[src/hdl/rtrt_pkg.sv]
// Package for the region table read translator.
// Holds shared types, codes and default sizes; no dependencies.
`default_nettype none

package rtrt_pkg;

  localparam int unsigned MAX_REGIONS_DEF = 1024;
  localparam int unsigned MAX_CHUNKS_DEF  = 16;

  localparam int unsigned BASE_W   = 64;
  localparam int unsigned LEN_W    = 48;
  localparam int unsigned OFF_W    = 48;
  localparam int unsigned RLEN_W   = 32;
  localparam int unsigned COUNT_W  = 11;
  localparam int unsigned INDEX_W  = 10;
  localparam int unsigned STATUS_W = 3;
  localparam int unsigned CFG_IDX_W = 1;
  localparam int unsigned CFG_DAT_W = 48;

  // opcodes
  localparam logic OP_LOAD = 1'b0;
  localparam logic OP_READ = 1'b1;

  // configuration register indexes
  localparam logic [CFG_IDX_W-1:0] CFG_REGION_COUNT = 1'b0;
  localparam logic [CFG_IDX_W-1:0] CFG_BACKING_SIZE = 1'b1;

  // result status codes
  localparam logic [STATUS_W-1:0] ST_OK       = 3'd0;
  localparam logic [STATUS_W-1:0] ST_UNMAPPED = 3'd1;
  localparam logic [STATUS_W-1:0] ST_ZERO_LEN = 3'd2;
  localparam logic [STATUS_W-1:0] ST_LOAD_REJ = 3'd3;
  localparam logic [STATUS_W-1:0] ST_FRAG     = 3'd4;
  localparam logic [STATUS_W-1:0] ST_CORRUPT  = 3'd5;

  typedef struct packed {
    logic              valid;
    logic [BASE_W-1:0] base;
    logic [LEN_W-1:0]  length;
    logic [OFF_W-1:0]  offset;
  } region_entry_t;

  typedef struct packed {
    logic [OFF_W-1:0]  offset;
    logic [RLEN_W-1:0] length;
  } chunk_t;

  typedef struct packed {
    logic rd;
    logic wr;
  } mem_cmd_t;

endpackage

`default_nettype wire

[src/hdl/rtrt_seq.sv]
// Sequencer: clearing pass, loads, table scan per chunk, chunk emission
// and the output register. Drives rtrt_region_mem and rtrt_chunk_buf; uses rtrt_pkg.
`default_nettype none

module rtrt_seq #(
  parameter int unsigned MAX_REGIONS = rtrt_pkg::MAX_REGIONS_DEF,
  parameter int unsigned MAX_CHUNKS  = rtrt_pkg::MAX_CHUNKS_DEF,
  parameter int unsigned RA_W        = (MAX_REGIONS > 1) ? $clog2(MAX_REGIONS) : 1,
  parameter int unsigned CB_AW       = (MAX_CHUNKS > 1) ? $clog2(MAX_CHUNKS) : 1
) (
  input  wire                               clk,
  input  wire                               rst_n,
  input  wire [rtrt_pkg::COUNT_W-1:0]       region_count,
  input  wire [rtrt_pkg::LEN_W-1:0]         backing_size,
  // input channel
  input  wire                               in_valid,
  output logic                              in_stall,
  input  wire                               in_opcode,
  input  wire [rtrt_pkg::INDEX_W-1:0]       in_entry_index,
  input  wire [rtrt_pkg::BASE_W-1:0]        in_entry_base,
  input  wire [rtrt_pkg::LEN_W-1:0]         in_entry_length,
  input  wire [rtrt_pkg::OFF_W-1:0]         in_entry_backing_offset,
  input  wire [rtrt_pkg::BASE_W-1:0]        in_read_address,
  input  wire [rtrt_pkg::RLEN_W-1:0]        in_read_length,
  // result channel
  output logic                              out_valid,
  input  wire                               out_stall,
  output logic [rtrt_pkg::STATUS_W-1:0]     out_status,
  output logic [rtrt_pkg::OFF_W-1:0]        out_backing_offset,
  output logic [rtrt_pkg::RLEN_W-1:0]       out_chunk_length,
  output logic                              out_last,
  // region table
  output rtrt_pkg::mem_cmd_t                reg_cmd,
  output logic [RA_W-1:0]                   reg_addr,
  output rtrt_pkg::region_entry_t           reg_wdata,
  input  rtrt_pkg::region_entry_t           reg_rdata,
  // chunk buffer
  output rtrt_pkg::mem_cmd_t                cb_cmd,
  output logic [CB_AW-1:0]                  cb_waddr,
  output rtrt_pkg::chunk_t                  cb_wdata,
  output logic [CB_AW-1:0]                  cb_raddr,
  input  rtrt_pkg::chunk_t                  cb_rdata
);

  localparam int unsigned LIM_W = $clog2(MAX_REGIONS + 1);
  localparam int unsigned CNT_W = $clog2(MAX_CHUNKS + 1);

  typedef enum logic [9:0] {
    S_CLEAR   = 10'b0000000001,
    S_IDLE    = 10'b0000000010,
    S_LOAD    = 10'b0000000100,
    S_READ    = 10'b0000001000,
    S_CHECK   = 10'b0000010000,
    S_SCAN    = 10'b0000100000,
    S_CALC    = 10'b0001000000,
    S_EMIT_RD = 10'b0010000000,
    S_EMIT_WR = 10'b0100000000,
    S_SINGLE  = 10'b1000000000
  } state_t;

  state_t state_r, state_nxt;

  logic [RA_W-1:0]                 clr_idx_r, clr_idx_nxt;
  logic                            corrupt_r, corrupt_nxt;
  logic [rtrt_pkg::INDEX_W-1:0]    idx_r, idx_nxt;
  logic [rtrt_pkg::BASE_W-1:0]     ebase_r, ebase_nxt;
  logic [rtrt_pkg::LEN_W-1:0]      elen_r, elen_nxt;
  logic [rtrt_pkg::OFF_W-1:0]      eoff_r, eoff_nxt;
  logic [rtrt_pkg::BASE_W-1:0]     cur_r, cur_nxt;
  logic [rtrt_pkg::RLEN_W-1:0]     rem_r, rem_nxt;
  logic [CNT_W-1:0]                n_r, n_nxt;
  logic [CNT_W-1:0]                k_r, k_nxt;
  logic [LIM_W-1:0]                scan_idx_r, scan_idx_nxt;
  logic                            pend_r, pend_nxt;
  logic [rtrt_pkg::LEN_W-1:0]      loc_r, loc_nxt;
  logic [rtrt_pkg::LEN_W-1:0]      hlen_r, hlen_nxt;
  logic [rtrt_pkg::OFF_W-1:0]      hoff_r, hoff_nxt;
  logic [rtrt_pkg::STATUS_W-1:0]   single_st_r, single_st_nxt;

  logic                            out_vld_r, out_vld_nxt;
  logic [rtrt_pkg::STATUS_W-1:0]   out_status_r, out_status_nxt;
  logic [rtrt_pkg::OFF_W-1:0]      out_off_r, out_off_nxt;
  logic [rtrt_pkg::RLEN_W-1:0]     out_len_r, out_len_nxt;
  logic                            out_last_r, out_last_nxt;

  logic [31:0]                     count32;
  logic [LIM_W-1:0]                limit;
  logic                            out_free;
  logic                            idx_ok;
  logic                            load_rej;
  logic [rtrt_pkg::LEN_W:0]        end_sum;
  logic                            issue;
  logic [rtrt_pkg::BASE_W-1:0]     diff;
  logic                            hit;
  logic [rtrt_pkg::LEN_W-1:0]      avail;
  logic [rtrt_pkg::RLEN_W-1:0]     take;
  logic                            k_last;

  // entries beyond the table are never searched
  assign count32 = 32'(region_count);
  assign limit   = (count32 > 32'(MAX_REGIONS)) ? LIM_W'(MAX_REGIONS) : LIM_W'(count32);

  assign out_free = !out_vld_r || !out_stall;
  assign in_stall = (state_r != S_IDLE);

  assign idx_ok   = (32'(idx_r) < 32'(MAX_REGIONS));
  assign end_sum  = {1'b0, eoff_r} + {1'b0, elen_r};
  assign load_rej = !idx_ok || (elen_r == '0) || (end_sum > {1'b0, backing_size});

  assign issue = (scan_idx_r < limit);
  assign diff  = cur_r - reg_rdata.base;
  assign hit   = reg_rdata.valid && (cur_r >= reg_rdata.base) &&
                 (diff < {16'b0, reg_rdata.length});

  assign avail  = hlen_r - loc_r;
  assign take   = (avail < {16'b0, rem_r}) ? avail[rtrt_pkg::RLEN_W-1:0] : rem_r;
  assign k_last = ((k_r + CNT_W'(1)) == n_r);

  always_comb begin
    state_nxt      = state_r;
    clr_idx_nxt    = clr_idx_r;
    corrupt_nxt    = corrupt_r;
    idx_nxt        = idx_r;
    ebase_nxt      = ebase_r;
    elen_nxt       = elen_r;
    eoff_nxt       = eoff_r;
    cur_nxt        = cur_r;
    rem_nxt        = rem_r;
    n_nxt          = n_r;
    k_nxt          = k_r;
    scan_idx_nxt   = scan_idx_r;
    pend_nxt       = 1'b0;
    loc_nxt        = loc_r;
    hlen_nxt       = hlen_r;
    hoff_nxt       = hoff_r;
    single_st_nxt  = single_st_r;

    out_vld_nxt    = out_vld_r && out_stall;
    out_status_nxt = out_status_r;
    out_off_nxt    = out_off_r;
    out_len_nxt    = out_len_r;
    out_last_nxt   = out_last_r;

    reg_cmd        = '0;
    reg_addr       = scan_idx_r[RA_W-1:0];
    reg_wdata      = '{valid: 1'b0, base: ebase_r, length: elen_r, offset: eoff_r};
    cb_cmd         = '0;
    cb_waddr       = n_r[CB_AW-1:0];
    cb_wdata       = '{offset: hoff_r + loc_r, length: take};
    cb_raddr       = k_r[CB_AW-1:0];

    unique case (state_r)
      S_CLEAR: begin
        // invalidate one entry a cycle
        reg_cmd.wr  = 1'b1;
        reg_addr    = clr_idx_r;
        clr_idx_nxt = clr_idx_r + RA_W'(1);
        if (clr_idx_r == RA_W'(MAX_REGIONS - 1)) begin
          state_nxt = S_IDLE;
        end
      end
      S_IDLE: begin
        if (in_valid) begin
          idx_nxt   = in_entry_index;
          ebase_nxt = in_entry_base;
          elen_nxt  = in_entry_length;
          eoff_nxt  = in_entry_backing_offset;
          cur_nxt   = in_read_address;
          rem_nxt   = in_read_length;
          n_nxt     = '0;
          state_nxt = (in_opcode == rtrt_pkg::OP_LOAD) ? S_LOAD : S_READ;
        end
      end
      S_LOAD: begin
        reg_addr        = RA_W'(idx_r);
        reg_cmd.wr      = idx_ok;
        reg_wdata.valid = !load_rej;
        if (load_rej) begin
          corrupt_nxt   = 1'b1;
          single_st_nxt = rtrt_pkg::ST_LOAD_REJ;
        end else begin
          single_st_nxt = rtrt_pkg::ST_OK;
        end
        state_nxt = S_SINGLE;
      end
      S_READ: begin
        if (corrupt_r) begin
          single_st_nxt = rtrt_pkg::ST_CORRUPT;
          state_nxt     = S_SINGLE;
        end else if (rem_r == '0) begin
          single_st_nxt = rtrt_pkg::ST_ZERO_LEN;
          state_nxt     = S_SINGLE;
        end else begin
          state_nxt = S_CHECK;
        end
      end
      S_CHECK: begin
        if (rem_r == '0) begin
          k_nxt     = '0;
          state_nxt = S_EMIT_RD;
        end else if (n_r == CNT_W'(MAX_CHUNKS)) begin
          single_st_nxt = rtrt_pkg::ST_FRAG;
          state_nxt     = S_SINGLE;
        end else begin
          scan_idx_nxt = '0;
          state_nxt    = S_SCAN;
        end
      end
      S_SCAN: begin
        // read ahead one entry while the previous one is compared
        reg_cmd.rd = issue;
        if (issue) begin
          scan_idx_nxt = scan_idx_r + LIM_W'(1);
        end
        pend_nxt = issue;
        if (pend_r && hit) begin
          loc_nxt   = diff[rtrt_pkg::LEN_W-1:0];
          hlen_nxt  = reg_rdata.length;
          hoff_nxt  = reg_rdata.offset;
          pend_nxt  = 1'b0;
          state_nxt = S_CALC;
        end else if (!issue) begin
          single_st_nxt = rtrt_pkg::ST_UNMAPPED;
          pend_nxt      = 1'b0;
          state_nxt     = S_SINGLE;
        end
      end
      S_CALC: begin
        cb_cmd.wr = 1'b1;
        cur_nxt   = cur_r + rtrt_pkg::BASE_W'(take);
        rem_nxt   = rem_r - take;
        n_nxt     = n_r + CNT_W'(1);
        state_nxt = S_CHECK;
      end
      S_EMIT_RD: begin
        cb_cmd.rd = 1'b1;
        state_nxt = S_EMIT_WR;
      end
      S_EMIT_WR: begin
        if (out_free) begin
          out_vld_nxt    = 1'b1;
          out_status_nxt = rtrt_pkg::ST_OK;
          out_off_nxt    = cb_rdata.offset;
          out_len_nxt    = cb_rdata.length;
          out_last_nxt   = k_last;
          k_nxt          = k_r + CNT_W'(1);
          state_nxt      = k_last ? S_IDLE : S_EMIT_RD;
        end
      end
      S_SINGLE: begin
        if (out_free) begin
          out_vld_nxt    = 1'b1;
          out_status_nxt = single_st_r;
          out_off_nxt    = '0;
          out_len_nxt    = '0;
          out_last_nxt   = 1'b1;
          state_nxt      = S_IDLE;
        end
      end
      default: begin
        state_nxt = S_IDLE;
      end
    endcase
  end

  always_ff @(posedge clk) begin
    if (!rst_n) begin
      state_r   <= S_CLEAR;
      clr_idx_r <= '0;
      corrupt_r <= 1'b0;
      pend_r    <= 1'b0;
      out_vld_r <= 1'b0;
    end else begin
      state_r   <= state_nxt;
      clr_idx_r <= clr_idx_nxt;
      corrupt_r <= corrupt_nxt;
      pend_r    <= pend_nxt;
      out_vld_r <= out_vld_nxt;
    end
  end

  always_ff @(posedge clk) begin
    idx_r        <= idx_nxt;
    ebase_r      <= ebase_nxt;
    elen_r       <= elen_nxt;
    eoff_r       <= eoff_nxt;
    cur_r        <= cur_nxt;
    rem_r        <= rem_nxt;
    n_r          <= n_nxt;
    k_r          <= k_nxt;
    scan_idx_r   <= scan_idx_nxt;
    loc_r        <= loc_nxt;
    hlen_r       <= hlen_nxt;
    hoff_r       <= hoff_nxt;
    single_st_r  <= single_st_nxt;
    out_status_r <= out_status_nxt;
    out_off_r    <= out_off_nxt;
    out_len_r    <= out_len_nxt;
    out_last_r   <= out_last_nxt;
  end

  assign out_valid          = out_vld_r;
  assign out_status         = out_status_r;
  assign out_backing_offset = out_off_r;
  assign out_chunk_length   = out_len_r;
  assign out_last           = out_last_r;

endmodule

`default_nettype wire

[config.mk]
export PLATFORM = sky130hd
export DESIGN_NAME = rtrt_seq
export DESIGN_NICKNAME = d
export VERILOG_FILES = /design/src/hdl/rtrt_pkg.sv /design/src/hdl/rtrt_seq.sv
export SDC_FILE = /design/constraint.sdc
export NUM_CORES = 1
export LEC_CHECK = 0
export BUFFER_PORTS_ARGS = -buffer_cell sky130_fd_sc_hd__buf_4
export CAP_MARGIN = 0
export CORE_AREA = 2 2 355 357
export CTS_CLUSTER_DIAMETER = 30
export DETAILED_ROUTE_END_ITERATION = 10
export DIE_AREA = 0 0 357 359
export GPL_TIMING_DRIVEN = 0
export HOLD_SLACK_MARGIN = 0.03
export PLACE_DENSITY_LB_ADDON = 0.05
export SLEW_MARGIN = 10
export SYNTH_ARGS = -nofsm -noshare
export SYNTH_HDL_FRONTEND = slang
export SYNTH_SLANG_ARGS = --single-unit
[constraint.sdc]
create_clock -name clk -period 18.8 [get_ports clk]
set_clock_uncertainty 0.15 [all_clocks]
set_input_delay 3.76 -clock clk [delete_from_list [all_inputs] [get_ports clk]]
set_output_delay 3.76 -clock clk [all_outputs]
set_load 0.01 [all_outputs]
==> reports/qor.yml <==
yosysWarnings: 0
nets: 6041
fmax_mhz: 81.2
reg2reg_setup_slack_ns: 6.58
path_class: "input port to flop"
cp-start-kind: "input port"
grt_max_degree: 108
crit_required_ns: 19.13
grt_pass1_wl_um: 231000
die_h_um: 359
die_area_mm2: 0.128
r2r_start: "hlen_r[0]"
met3_length_um: 10100
wl_met2_um: 82000
cts_resized: 0
grt-ovfl-total: 0
grt_pass1_vias: 34800
worstRegToRegCells: 45
tns_ns: 0
cp.arrival_ns: 12.65
seq_area_mm2: 0.0160
cts_root_buffer: "clkbuf_16"
synth_area_per_cell_um2: 9.76
rows: 130
drive_gt1_share_pct: 25.1
post_drt_wl_per_cell_um: 23.8
final_cell_mix: "930 x buf_4, 518 x edfxtp_1, 412 x ha_1"
path_clk_slew_ns: 0.04
ys.flop_type: "edfxtp_1"
drt_iter0_drc: 2031
syn-cell-area_mm2: 0.0384
post-route-period-util_pct: 65.5
post_cts_buffers: 0
finalSetupViolations: 0
core-area_mm2: 0.125
cts_sinks: 541
ctsHoldBuffers: 0
rsz0062_at_grt: "false"
initial_utilization_pct: 30.8
startpoint: "reg_rdata[96]"
drv_slew: 0
ant_nets: 0
cts_tree: "yes"
mappedNetlistNets: 4928
hp-class: "flop to flop"
gp_congestion: 0.899
relSlewSlack_pct: 22.0
async_flop_share_pct: 0
yosys.area.top_type: "edfxtp_1"
critPathMaxFanout: 14
hold_violations: 0
ys_types: 93
drcViolationCount: 0
peakVddDrop_uv: 97.8
min_period_ns: 12.31
fp.dieW_um: 357
final_common_cell: "buf_4"
worstReg2RegEnd: "cur_r[40]"
cts_buffers: 172
clk_path_buf_depth: 3
slowest_delay_ns: 0.56
tightest_slew_ns: 1.17
ys_seq_elements: 541
synth_area_leaders: "edfxtp_1 40%, ha_1 13%, a21oi_1 3.9%"
worst_setup_path_end_kind: "flop"
report.power.total_mw: 4.70
critPathSlowestCell: "or4b_1"
first_pass_iters: 5
io_pins: 920
worstSkewPairLatency_ns: 0.81
synth_edf_count: 518
fillers: 12300
track_usage_pct: 24.7
hold_depth: 1
top_layer_used: "met5"
wirelength_met1_um: 66000
cellLeakagePower_nw: 23.7
multi_input_area_mm2: 0.0207
yosysSeqAreaShare_pct: 41.7
status: "complete, no violations"
antenna_found_initial: 16
area_growth_syn_to_layout_pct: 40.1
vias: 34300
cts_max_level: 4
dp_hpwl_um: 136000
portBuffers: 919
synth_top_area_share_pct: 40.5
totalWireLength_um: 163000
worstHoldStart: "single_st_r[1]"
min_delay_worst_endpoint: "out_status[1]"
synth_cells: 3939
via_per_inst: 5.00
maxCapViolCount: 0
power_density_mw_per_mm2: 87.3
==> metrics by stage <==
| step | util [%] | cells | hold WS [ns] | setup WS [ns] | area [µm²] |
|---|---|---|---|---|---|
| detailed placement | 38.3 | 6528 | 0.353 | 5.63 | 47800 |
| floorplan | - | 3939 | 0.332 | 0.646 | 38400 |
| global route | 43.2 | 6851 | 0.393 | 5.75 | 53800 |
| global placement | 38.0 | 6508 | 0.348 | -7.14 | 47400 |
| CTS | 43.2 | 6844 | 0.367 | 6.48 | 53800 |
| finish | 43.2 | 6854 | 0.366 | 6.49 | 53800 |
==> final cells by class <==
| class | instances | area share [%] |
|---|---|---|
| antenna | 10 | 0.0465 |
| buffer | 93 | 0.809 |
| clock buffer | 214 | 8.44 |
| clock inverter | 102 | 2.82 |
| inverter | 360 | 2.52 |
| multi-input combinational | 2945 | 38.4 |
| sequential | 541 | 29.7 |
| tap | 1650 | 3.83 |
| timing repair buffer | 939 | 13.4 |
==> critical path: cells and delay by family <==
family / cells / cell delay [ns]
AND/OR/NAND/NOR: 14 / 3.55
adder cells (fa/ha/maj): 3 / 0.88
AO/OA/AOI/OAI: 9 / 2.63
XOR/XNOR: 1 / 0.25
buffers and inverters: 9 / 1.47
==> metal layers <==
layer | vias to the layer above | track usage (%)
met5 | - | 0
li1 | 16700 | -
met2 | 991 | 43.7
met1 | 16300 | 28.9
met3 | 218 | 6.37
met4 | 6 | 8.11
==> Yosys cell counts, drive strengths merged, types with 10 or more instances <==
cell and n:
a22oi 10, a2111oi 11, a211oi 27, a221oi 10, and2 113, o21a 41, o211ai 30, inv 359
edfxtp 518, nand3 84, dfxtp 23, and4 12, nor3 60, or3 23, xor2 116, a21o 156
nand2 339, o21bai 48, mux2 34, clkbuf 60, buf 33, o31ai 26, xnor2 170, o21ai 254
a21oi 305, nand2b 48, nand4 82, mux2i 11, nor3b 12, or2 12, and3 35, ha 412
nor2 236, nor2b 26, a31oi 26, nor4 44
==> power by group <==
group,internal (mW),switching [mW]
clock,2.08,0.898
combinational,0.183,0.197
sequential,1.34,0.00780
total,3.59,1.10
==> worst max-delay path by stage <==
stage                          end  slack (ns)  cells past startpoint
floorplan           single_st_r[0]        0.65                     29
finish                   hlen_r[6]        6.49                     36
CTS                      hlen_r[0]        6.48                     36
detailed placement       hlen_r[0]        5.63                     36
global route             cur_r[40]        5.75                     45
global placement    single_st_r[0]       -7.14                     31
==> flip-flops by register name, summed over array words and instances (netlist names) <==
register and count:
clr_idx_r 10, n_r 5, out_status 3, rem_r 32
loc_r 48, elen_r 48, hoff_r 48, out_valid 1
pend_r 1, out_chunk_length 32, hlen_r 48, out_backing_offset 48
scan_idx_r 11, out_last 1, cur_r 64, single_st_r 3
idx_r 10, ebase_r 64, state_r 10, eoff_r 48
k_r 5, corrupt_r 1
==> cells by family (layout without fill, tap and decap cells) <==
| group | Yosys count | count (layout) | share of synthesized area (%) |
|---|---|---|---|
| buffers and inverters | 453 | 1708 | 4.65 |
| AOI/OAI and AO/OA | 1037 | 1037 | 17.1 |
| xor gates and xnor gates | 286 | 286 | 6.52 |
| DFF | 541 | 541 | 41.7 |
| and+or+nand+nor | 1159 | 1159 | 15.0 |
| adders and majority gates | 418 | 418 | 13.7 |
| muxes | 45 | 45 | 1.28 |
| other | 0 | 10 | 0 |
Power figures use the tool's default switching activity.
